**src/rtl/vne26_pkg.sv**
```systemverilog
`default_nettype none

package vne26_pkg;

  localparam int unsigned IDX_W      = 24;
  localparam int unsigned REG_W      = 9;
  localparam int unsigned SLICE_W    = 2 * REG_W;
  localparam int unsigned TOTAL_W    = 3 * REG_W;
  localparam int unsigned CFG_AW     = 2;
  localparam int unsigned NUM_OFS    = 27;
  localparam int unsigned CENTRE_OFS = 13;

  localparam int unsigned DIM_BITS_DEF   = 8;
  localparam int unsigned FIFO_DEPTH_DEF = 2;

  localparam logic [REG_W-1:0] DIM_RESET = REG_W'(256);

  localparam logic [CFG_AW-1:0] REG_DIM_X = CFG_AW'(0);
  localparam logic [CFG_AW-1:0] REG_DIM_Y = CFG_AW'(1);
  localparam logic [CFG_AW-1:0] REG_DIM_Z = CFG_AW'(2);

  typedef struct packed {
    logic [REG_W-1:0] dx;
    logic [REG_W-1:0] dy;
    logic [REG_W-1:0] dz;
  } dims_t;

  typedef struct packed {
    logic             oor;
    logic [IDX_W-1:0] idx;
    logic [IDX_W-1:0] slice;
    logic [REG_W-1:0] px;
    logic [REG_W-1:0] py;
    logic [REG_W-1:0] pz;
  } entry_t;

endpackage

`default_nettype wire

```
**src/rtl/vne26_front.sv**
```systemverilog
`default_nettype none

module vne26_front import vne26_pkg::*; #(
  parameter int unsigned DIM_BITS = DIM_BITS_DEF
) (
  input  wire logic             clk_i,
  input  wire logic             rst_ni,
  input  wire dims_t            dims_i,
  input  wire logic             push,
  output logic                  full,
  input  wire logic [IDX_W-1:0] voxel_index_i,
  input  wire logic             fifo_full_i,
  output logic                  fifo_push_o,
  output entry_t                fifo_entry_o
);

  localparam int unsigned MAXD_I = (DIM_BITS >= REG_W) ? ((1 << REG_W) - 1)
                                                       : (1 << DIM_BITS);
  localparam int unsigned QB     = $clog2(MAXD_I);
  localparam int unsigned CNTW   = $clog2(QB);
  localparam int unsigned DIVW0  = SLICE_W + QB - 1;
  localparam int unsigned CW     = (DIVW0 > IDX_W) ? DIVW0 : IDX_W;

  typedef enum logic [2:0] {
    ST_IDLE,
    ST_TOTAL,
    ST_CHECK,
    ST_DIV_Z,
    ST_DIV_Y,
    ST_PUSH
  } state_e;

  state_e             state_q;
  logic               buf_valid_q;
  logic [IDX_W-1:0]   buf_idx_q;
  logic [SLICE_W-1:0] slice_q;
  logic [TOTAL_W-1:0] total_q;
  logic [IDX_W-1:0]   rem_q;
  logic [CW-1:0]      div_q;
  logic [QB-1:0]      quo_q;
  logic [CNTW-1:0]    cnt_q;
  entry_t             entry_q;

  logic               ge;
  logic [IDX_W-1:0]   rem_nx;
  logic [QB-1:0]      quo_nx;

  assign full         = buf_valid_q;
  assign fifo_push_o  = (state_q == ST_PUSH) && !fifo_full_i;
  assign fifo_entry_o = entry_q;

  assign ge     = CW'(rem_q) >= div_q;
  assign rem_nx = ge ? (rem_q - div_q[IDX_W-1:0]) : rem_q;
  assign quo_nx = {quo_q[QB-2:0], ge};

  always_ff @(posedge clk_i or negedge rst_ni) begin
    if (!rst_ni) begin
      state_q     <= ST_IDLE;
      buf_valid_q <= 1'b0;
    end else begin
      if (push && !buf_valid_q) begin
        buf_valid_q <= 1'b1;
        buf_idx_q   <= voxel_index_i;
      end
      case (state_q)
        ST_IDLE: begin
          if (buf_valid_q) begin
            buf_valid_q   <= 1'b0;
            entry_q.idx   <= buf_idx_q;
            slice_q       <= {{REG_W{1'b0}}, dims_i.dx} * {{REG_W{1'b0}}, dims_i.dy};
            state_q       <= ST_TOTAL;
          end
        end
        ST_TOTAL: begin
          total_q       <= {{REG_W{1'b0}}, slice_q} * {{SLICE_W{1'b0}}, dims_i.dz};
          entry_q.slice <= IDX_W'(slice_q);
          state_q       <= ST_CHECK;
        end
        ST_CHECK: begin
          if ({{(TOTAL_W - IDX_W){1'b0}}, entry_q.idx} >= total_q) begin
            entry_q.oor <= 1'b1;
            entry_q.px  <= '0;
            entry_q.py  <= '0;
            entry_q.pz  <= '0;
            state_q     <= ST_PUSH;
          end else begin
            entry_q.oor <= 1'b0;
            rem_q       <= entry_q.idx;
            div_q       <= CW'(slice_q) << (QB - 1);
            cnt_q       <= CNTW'(QB - 1);
            state_q     <= ST_DIV_Z;
          end
        end
        ST_DIV_Z: begin
          rem_q <= rem_nx;
          quo_q <= quo_nx;
          if (cnt_q == '0) begin
            entry_q.pz <= REG_W'(quo_nx);
            div_q      <= CW'(dims_i.dx) << (QB - 1);
            cnt_q      <= CNTW'(QB - 1);
            state_q    <= ST_DIV_Y;
          end else begin
            div_q <= div_q >> 1;
            cnt_q <= cnt_q - 1'b1;
          end
        end
        ST_DIV_Y: begin
          rem_q <= rem_nx;
          quo_q <= quo_nx;
          if (cnt_q == '0) begin
            entry_q.py <= REG_W'(quo_nx);
            entry_q.px <= rem_nx[REG_W-1:0];
            state_q    <= ST_PUSH;
          end else begin
            div_q <= div_q >> 1;
            cnt_q <= cnt_q - 1'b1;
          end
        end
        ST_PUSH: begin
          if (!fifo_full_i) begin
            state_q <= ST_IDLE;
          end
        end
        default: begin
          state_q <= ST_IDLE;
        end
      endcase
    end
  end

endmodule

`default_nettype wire

```
**src/rtl/vne26_fifo.sv**
```systemverilog
`default_nettype none

module vne26_fifo import vne26_pkg::*; #(
  parameter int unsigned DEPTH = FIFO_DEPTH_DEF
) (
  input  wire logic   clk_i,
  input  wire logic   rst_ni,
  input  wire logic   push_i,
  input  wire entry_t wdata_i,
  output logic        full_o,
  input  wire logic   pop_i,
  output entry_t      rdata_o,
  output logic        empty_o
);

  localparam int unsigned AW = (DEPTH > 1) ? $clog2(DEPTH) : 1;

  entry_t          mem_q [DEPTH];
  logic [AW-1:0]   wptr_q;
  logic [AW-1:0]   rptr_q;
  logic [AW:0]     count_q;
  logic            do_push;
  logic            do_pop;

  assign full_o  = count_q == (AW + 1)'(DEPTH);
  assign empty_o = count_q == '0;
  assign rdata_o = mem_q[rptr_q];
  assign do_push = push_i && !full_o;
  assign do_pop  = pop_i && !empty_o;

  always_ff @(posedge clk_i) begin
    if (do_push) begin
      mem_q[wptr_q] <= wdata_i;
    end
  end

  always_ff @(posedge clk_i or negedge rst_ni) begin
    if (!rst_ni) begin
      wptr_q  <= '0;
      rptr_q  <= '0;
      count_q <= '0;
    end else begin
      if (do_push) begin
        wptr_q <= (wptr_q == AW'(DEPTH - 1)) ? '0 : wptr_q + 1'b1;
      end
      if (do_pop) begin
        rptr_q <= (rptr_q == AW'(DEPTH - 1)) ? '0 : rptr_q + 1'b1;
      end
      if (do_push && !do_pop) begin
        count_q <= count_q + 1'b1;
      end else if (do_pop && !do_push) begin
        count_q <= count_q - 1'b1;
      end
    end
  end

endmodule

`default_nettype wire

```
**src/rtl/vne26_back.sv**
```systemverilog
`default_nettype none

module vne26_back import vne26_pkg::*; (
  input  wire logic             clk_i,
  input  wire logic             rst_ni,
  input  wire dims_t            dims_i,
  input  wire entry_t           entry_i,
  input  wire logic             fifo_empty_i,
  output logic                  fifo_pop_o,
  output logic                  empty,
  input  wire logic             pop,
  output logic [IDX_W-1:0]      neighbor_index_o,
  output logic                  valid_res_o,
  output logic                  out_of_range_o,
  output logic                  last_o
);

  logic               busy_q;
  logic [NUM_OFS-1:0] mask_q;
  logic               oor_q;
  logic [IDX_W-1:0]   idx_q;
  logic [IDX_W-1:0]   slice_q;
  logic               out_valid_q;

  logic [NUM_OFS-1:0] load_mask;
  logic [NUM_OFS-1:0] onehot;
  logic [NUM_OFS-1:0] rest;
  logic               out_ready;
  logic               emit;
  logic               done;
  logic               take;
  logic               xm, xp, ym, yp, zm, zp;
  logic [IDX_W-1:0]   dx_w;
  logic [IDX_W-1:0]   xoff, yoff, zoff;
  logic [IDX_W-1:0]   lin;

  // which of the three offsets along each axis stay inside the volume
  always_comb begin
    logic [2:0] vx, vy, vz;
    vx[0] = entry_i.px != '0;
    vx[1] = 1'b1;
    vx[2] = ({1'b0, entry_i.px} + 1'b1) < {1'b0, dims_i.dx};
    vy[0] = entry_i.py != '0;
    vy[1] = 1'b1;
    vy[2] = ({1'b0, entry_i.py} + 1'b1) < {1'b0, dims_i.dy};
    vz[0] = entry_i.pz != '0;
    vz[1] = 1'b1;
    vz[2] = ({1'b0, entry_i.pz} + 1'b1) < {1'b0, dims_i.dz};
    for (int z = 0; z < 3; z++) begin
      for (int y = 0; y < 3; y++) begin
        for (int x = 0; x < 3; x++) begin
          load_mask[z*9 + y*3 + x] = vz[z] & vy[y] & vx[x];
        end
      end
    end
    load_mask[CENTRE_OFS] = 1'b0;
    if (entry_i.oor) begin
      load_mask = '0;
    end
  end

  assign onehot = mask_q & (~mask_q + 1'b1);
  assign rest   = mask_q & ~onehot;

  always_comb begin
    xm = 1'b0;
    xp = 1'b0;
    ym = 1'b0;
    yp = 1'b0;
    zm = 1'b0;
    zp = 1'b0;
    for (int z = 0; z < 3; z++) begin
      for (int y = 0; y < 3; y++) begin
        for (int x = 0; x < 3; x++) begin
          if (x == 0) xm = xm | onehot[z*9 + y*3 + x];
          if (x == 2) xp = xp | onehot[z*9 + y*3 + x];
          if (y == 0) ym = ym | onehot[z*9 + y*3 + x];
          if (y == 2) yp = yp | onehot[z*9 + y*3 + x];
          if (z == 0) zm = zm | onehot[z*9 + y*3 + x];
          if (z == 2) zp = zp | onehot[z*9 + y*3 + x];
        end
      end
    end
  end

  assign dx_w = IDX_W'(dims_i.dx);
  assign xoff = xp ? IDX_W'(1) : (xm ? '1 : '0);
  assign yoff = yp ? dx_w : (ym ? (~dx_w + 1'b1) : '0);
  assign zoff = zp ? slice_q : (zm ? (~slice_q + 1'b1) : '0);
  assign lin  = idx_q + xoff + yoff + zoff;

  assign out_ready  = !out_valid_q || pop;
  assign emit       = busy_q && out_ready;
  assign done       = emit && (rest == '0);
  assign take       = !fifo_empty_i && (!busy_q || done);
  assign fifo_pop_o = take;
  assign empty      = !out_valid_q;

  always_ff @(posedge clk_i or negedge rst_ni) begin
    if (!rst_ni) begin
      busy_q      <= 1'b0;
      out_valid_q <= 1'b0;
    end else begin
      if (take) begin
        busy_q  <= 1'b1;
        mask_q  <= load_mask;
        oor_q   <= entry_i.oor;
        idx_q   <= entry_i.idx;
        slice_q <= entry_i.slice;
      end else if (done) begin
        busy_q <= 1'b0;
      end else if (emit) begin
        mask_q <= rest;
      end
      if (emit) begin
        out_valid_q <= 1'b1;
        if (mask_q == '0) begin
          neighbor_index_o <= '0;
          valid_res_o      <= 1'b0;
          out_of_range_o   <= oor_q;
          last_o           <= 1'b1;
        end else begin
          neighbor_index_o <= lin;
          valid_res_o      <= 1'b1;
          out_of_range_o   <= 1'b0;
          last_o           <= rest == '0;
        end
      end else if (pop) begin
        out_valid_q <= 1'b0;
      end
    end
  end

endmodule

`default_nettype wire

```
**src/rtl/voxel_neighbor_enumerator_26_core.sv**
```systemverilog
// flow: the front buffers an accepted index, forms slice and volume, checks the range,
// then divides out z and y (Q quotient bits, 8 at default) unless the index is beyond
// the volume, and queues the entry; the back loads it and emits one result beat
// per cycle while the receiver pops; the one-bit-per-cycle divider paces in-range items
// reset: asynchronous, dimensions return to 256 and all queues are cleared to empty
`default_nettype none

module voxel_neighbor_enumerator_26_core import vne26_pkg::*; #(
  parameter int unsigned DIM_BITS   = DIM_BITS_DEF,
  parameter int unsigned FIFO_DEPTH = FIFO_DEPTH_DEF
) (
  input  wire logic              clk_i,
  input  wire logic              rst_ni,
  input  wire logic              cfg_we_i,
  input  wire logic [CFG_AW-1:0] cfg_addr_i,
  input  wire logic [REG_W-1:0]  cfg_wdata_i,
  input  wire logic              push,
  output logic                   full,
  input  wire logic [IDX_W-1:0]  voxel_index_i,
  output logic                   empty,
  input  wire logic              pop,
  output logic [IDX_W-1:0]       neighbor_index_o,
  output logic                   valid_res_o,
  output logic                   out_of_range_o,
  output logic                   last_o
);

  localparam int unsigned MAXD_I = (DIM_BITS >= REG_W) ? ((1 << REG_W) - 1)
                                                       : (1 << DIM_BITS);
  localparam logic [REG_W-1:0] MAXD = REG_W'(MAXD_I);

  logic [REG_W-1:0] dim_x_q, dim_y_q, dim_z_q;
  dims_t            dims;
  logic             fifo_push, fifo_full, fifo_pop, fifo_empty;
  entry_t           fifo_wdata, fifo_rdata;

  always_ff @(posedge clk_i or negedge rst_ni) begin
    if (!rst_ni) begin
      dim_x_q <= DIM_RESET;
      dim_y_q <= DIM_RESET;
      dim_z_q <= DIM_RESET;
    end else if (cfg_we_i) begin
      case (cfg_addr_i)
        REG_DIM_X: dim_x_q <= cfg_wdata_i;
        REG_DIM_Y: dim_y_q <= cfg_wdata_i;
        REG_DIM_Z: dim_z_q <= cfg_wdata_i;
        default: begin
        end
      endcase
    end
  end

  assign dims.dx = (dim_x_q > MAXD) ? MAXD : dim_x_q;
  assign dims.dy = (dim_y_q > MAXD) ? MAXD : dim_y_q;
  assign dims.dz = (dim_z_q > MAXD) ? MAXD : dim_z_q;

  vne26_front #(
    .DIM_BITS (DIM_BITS)
  ) u_front (
    .clk_i         (clk_i),
    .rst_ni        (rst_ni),
    .dims_i        (dims),
    .push          (push),
    .full          (full),
    .voxel_index_i (voxel_index_i),
    .fifo_full_i   (fifo_full),
    .fifo_push_o   (fifo_push),
    .fifo_entry_o  (fifo_wdata)
  );

  vne26_fifo #(
    .DEPTH (FIFO_DEPTH)
  ) u_fifo (
    .clk_i   (clk_i),
    .rst_ni  (rst_ni),
    .push_i  (fifo_push),
    .wdata_i (fifo_wdata),
    .full_o  (fifo_full),
    .pop_i   (fifo_pop),
    .rdata_o (fifo_rdata),
    .empty_o (fifo_empty)
  );

  vne26_back u_back (
    .clk_i            (clk_i),
    .rst_ni           (rst_ni),
    .dims_i           (dims),
    .entry_i          (fifo_rdata),
    .fifo_empty_i     (fifo_empty),
    .fifo_pop_o       (fifo_pop),
    .empty            (empty),
    .pop              (pop),
    .neighbor_index_o (neighbor_index_o),
    .valid_res_o      (valid_res_o),
    .out_of_range_o   (out_of_range_o),
    .last_o           (last_o)
  );

endmodule

`default_nettype wire

```
**config.mk**
```make
export PLATFORM = sky130hd
export DESIGN_NAME = voxel_neighbor_enumerator_26_core
export DESIGN_NICKNAME = d
export VERILOG_FILES = /design/src/rtl/vne26_pkg.sv /design/src/rtl/vne26_front.sv /design/src/rtl/vne26_fifo.sv /design/src/rtl/vne26_back.sv /design/src/rtl/voxel_neighbor_enumerator_26_core.sv
export SDC_FILE = /design/constraint.sdc
export NUM_CORES = 1
export LEC_CHECK = 0
export ABC_AREA = 1
export BUFFER_PORTS_ARGS = -buffer_cell sky130_fd_sc_hd__buf_4
export CORE_ASPECT_RATIO = 1.2
export CORE_MARGIN = 10
export CORE_UTILIZATION = 37
export DETAILED_ROUTE_END_ITERATION = 6
export GPL_TIMING_DRIVEN = 0
export HOLD_SLACK_MARGIN = 0.1
export SETUP_SLACK_MARGIN = 0.05
export SLEW_MARGIN = 20
export SYNTH_ARGS = -nofsm -noshare
export SYNTH_HDL_FRONTEND = slang
export SYNTH_SLANG_ARGS = --single-unit
```
**constraint.sdc**
```tcl
create_clock -name clk_i -period 5.7 [get_ports clk_i]
set_clock_uncertainty 0.05 [all_clocks]
set_input_delay 0.285 -clock clk_i [delete_from_list [all_inputs] [get_ports clk_i]]
set_output_delay 0.285 -clock clk_i [all_outputs]
set_load 0.02 [all_outputs]
```
==> qor.csv <==
stage,metric,value,unit
status,status,"finished, final reports clean",
power,ir_worst_vdd,0.259,mV
clock_tree,cts-root-buf,clkbuf_16,
worst_setup_path,crit_start,dim_x_q[8]$_DFFE_PN1P_,
min_path,min_path_type,input port to asynchronous set/reset pin,
logic_synthesis,synth_nets,3906,
clock_tree,cts_max_level,2,
logic_synthesis,synth_top_area_share,0.405,
placement,dpl_cell_area,34100,sq um
timing,setup_tns,0,ns
timing,slew_violations,0,
floorplan,core,85100,sq um
worst_setup_path,timing.rr.end,u_front.slice_q[13]$_DFFE_PP_,
clock_tree,worst_setup_hold_path_clk_slew,0.06,ns
power,p_leak,16.8,nW
cells_and_area,fin_nets,4094,
logic_synthesis,yosysSeqAreaShare,0.435,
logic_synthesis,synth_compound_area_frac,0.0591,
logic_synthesis,postSynthAreaPerCell,9.18,sq um
logic_synthesis,ys_seq_elements,466,
clock_tree,clk_latency,0.63,ns
placement,place_congestion,0.924,
logic_synthesis,synthFlopType,edfxtp_1,
detailed_routing,route.detailed.wl_per_inst,17.6,um
global_route,grt_pass1_vias,23426,
detailed_routing,drcViolationCount,0,
floorplan,row_count,117,
global_route,grt-ovfl-total,0,
logic_synthesis,synthTopCellsByArea,"edfxtp_1 (41%), fa_1 (13%), nand2_1 (10%)",
detailed_routing,firstDrtPassIters,5,
worst_setup_path,cp.required,6.02,ns
worst_setup_path,regToRegSetupSlack,0.28,ns
detailed_routing,drt_iter0_markers,1538,
timing,finalSetupViolations,0,
logic_synthesis,synth_area_leader_cell,edfxtp_1,
global_route,antenna_found_initial,1,
clock_tree,cts_tree,built,
cells_and_area,fin_area,36500,sq um
logic_synthesis,syn-instance-count,3464,
logic_synthesis,synthAdderAreaFrac,0.208,
cells_and_area,drive_above_1_share,0.0837,
floorplan,boundaryPins,69,
floorplan,die_x,288,um
logic_synthesis,async_reset_ff_frac,0.0794,
worst_setup_path,r2r_start,dim_x_q[8]$_DFFE_PN1P_,
floorplan,dieArea,98100,sq um
worst_setup_path,start_kind,flop,
worst_setup_path,r2r_cells,18,
timing,whs,0.144,ns
timing,period_share,0.951,
global_route,grt_first_pass_wirelength,132000,um
logic_synthesis,synth-xor-area-share,0.0226,
cells_and_area,area_growth,14.8,%
logic_synthesis,syn-cell-area,31800,sq um
detailed_routing,num_vias,23561,
logic_synthesis,synth_top_family_by_area,adder cells,
placement,dp.final_hpwl,68300,um
cells_and_area,post-route-util,0.429,
placement,pre_cts_ws,-0.350,ns
timing,hold_viol_final,0,
worst_setup_path,crit_path_end_kind,flop,
worst_setup_path,crit_fanout,11,
detailed_routing,ant_nets,0,
clock_tree,cts_num_sinks,466,
floorplan,initial_core_util,0.374,
worst_setup_path,criticalPathCategory,flop to flop,
global_route,grt_start_max_net_pins,41,
detailed_routing,wl,84800,um
global_route,track_usage,0.172,
clock_tree,cts_inserted_buffers,50,
logic_synthesis,synth_cell_types,53,
timing,relSlewSlack,0.310,
logic_synthesis,synth_edf_count,429,
timing,post-route-min-period,5.42,ns
placement,io_buffers,68,
clock_tree,cts.path.max_buffers,3,
timing,worst_pin_slew,1.03,ns
timing,max_freq,184,MHz
floorplan,fp.dieH,341,um
cells_and_area,n_antenna_cell,0,
flow_run,drv_cap,0,
timing,grt_setup_unrepaired,true,
logic_synthesis,yosys_warnings,0,
logic_synthesis,synthMuxAreaShare,0.00126,
worst_setup_path,crit_arrival,5.74,ns
power,powerDensity,429,nW/um^2
timing,layout_setup_ws,0.277,ns
logic_synthesis,synthSimpleGateAreaFrac,0.191,
detailed_routing,vias_per_cell,4.89,
-- worst max-delay path: stages (launching register included) --
cell and delay (ns):
dfstp_2 0.37, buf_4 0.18, inv_1 0.13, buf_4 0.27, nor2_1 0.11, nor2_2 0.30
buf_4 0.30, nand2_1 0.10, fa_1 0.50, inv_1 0.05, fa_1 0.46, fa_1 0.52
fa_1 0.49, ha_1 0.37, a21oi_1 0.23, o21ai_0 0.16, a21oi_1 0.23, o21ai_0 0.13
xor2_1 0.18
-- what timing repair did --
item,CTS,global route
setup buffers,1,9
endpoints found under the hold margin,90,0
pin swaps,1,2
resized for setup,29,58
hold buffers,38,0
setup endpoints to repair,39,34
-- placed cells by master (no fill, tap or decap), types with 6 or more instances in the layout --
master and count:
a21o_1 14, a21oi_1 127, a21oi_2 10, buf_1 14, buf_12 9, buf_2 12, buf_4 87, buf_6 9
clkbuf_1 32, clkbuf_16 50, clkinv_1 8, clkinv_2 12, clkinvlp_4 10, dfrtp_1 32, dlygate4sd3_1 38, edfxtp_1 429
fa_1 209, ha_1 187, inv_1 612, nand2_1 863, nand2_2 11, nand3_1 115, nand4_1 37, nor2_1 334
nor2_2 10, nor2_4 9, nor3_1 43, nor3_2 7, nor3b_1 6, nor4_1 8, o21ai_0 118, o21ai_1 18
o21bai_1 9, o221ai_1 9, or2_2 12, xnor2_1 32, xor2_1 50
-- through the flow --
| stage | instances | power (W) |
|---|---|---|
| floorplan | 3464 | 0.00991 |
| global placement | 4662 | 0.0121 |
| detailed placement | 4683 | 0.0122 |
| CTS | 4815 | 0.0156 |
| global route | 4823 | 0.0168 |
| finish | 4823 | 0.0157 |
-- final cells by class --
cell class / instances / area (sq um)
fillers: 8199 / 48600
multi-input cells: 2306 / 15600
flip-flops and latches: 466 / 13800
inverters: 623 / 2360
well taps: 1130 / 1410
repair buffers: 137 / 1340
clock buffers: 58 / 1290
clock inverters: 35 / 367
plain buffers: 68 / 337
-- where the power goes --
part | internal (W) | switching [W]
registers | 0.00464 | 0.000282
logic | 0.00262 | 0.00484
clock network | 0.00187 | 0.00141
total | 0.00912 | 0.00654
-- flip-flops by register name (all words and copies together) (netlist names), 2 cells and up --
signal and flops:
dim_y_q 9, u_front.rem_q 24, dim_z_q 9, u_front.fifo_entry_o 68
u_back.mask_q 27, dim_x_q 9, u_back.idx_q 24, u_front.quo_q 7
u_front.buf_idx_q 24, u_front.state_q 3, u_front.total_q 27, u_fifo.count_q 2
u_back.slice_q 18, u_front.slice_q 18, u_back.neighbor_index_o 24, u_front.cnt_q 3
u_front.div_q 25, u_fifo.mem_q 136
-- per-layer routing --
layer / part of all wire / track usage / up-vias / routed length, um
met5: 0 / 0 / - / 0
met1: 0.40 / 0.202 / 11348 / 33600
met3: 0.045 / 0.0196 / 168 / 3800
met4: 0.043 / 0.0699 / 0 / 3610
li1: - / - / 11488 / -
met2: 0.52 / 0.314 / 557 / 43800
-- Yosys cell counts (all sizes together), types with 3 or more instances --
library cell and count:
nand3b 3, edfxtp 429, nor3b 6, nor2 355, xnor2 32, o21bai 10
buf 34, nand2 878, o22ai 4, nor4 10, a211oi 3, o221ai 9
xor2 50, fa 210, nor3 50, dfstp 3, o21a 4, or2 12
nand4 39, a21boi 3, ha 192, mux2i 4, inv 618, a21oi 137
a31oi 6, clkbuf 35, dfrtp 34, o21ai 141, o211ai 5, a21o 14
nand3 118, clkinv 5
-- logic make-up after synthesis --
logic type | Yosys count
DFF | 466
buffers and inverters | 692
and+or+nand+nor | 1476
muxes | 4
AOI/OAI and AO/OA | 342
xor gates and xnor gates | 82
adders and majority gates | 402
-- how the worst max path moves through the flow --
| stage | cells after the start | slack, ns | end |
|---|---|---|---|
| floorplan | 22 | 0.43 | u_back.neighbor_index_o[13]$_SDFFCE_PN0P_ |
| global placement | 3 | -1.02 | u_front.fifo_entry_o[59]$_DFFE_PP_ |
| detailed placement | 20 | -0.35 | u_front.total_q[20]$_DFFE_PP_ |
| CTS | 27 | 0.08 | u_back.neighbor_index_o[13]$_SDFFCE_PN0P_ |
| global route | 24 | 0.01 | u_back.neighbor_index_o[13]$_SDFFCE_PN0P_ |
| finish | 18 | 0.28 | u_front.slice_q[13]$_DFFE_PP_ |
Note: power is estimated with default switching activity, not from simulation.
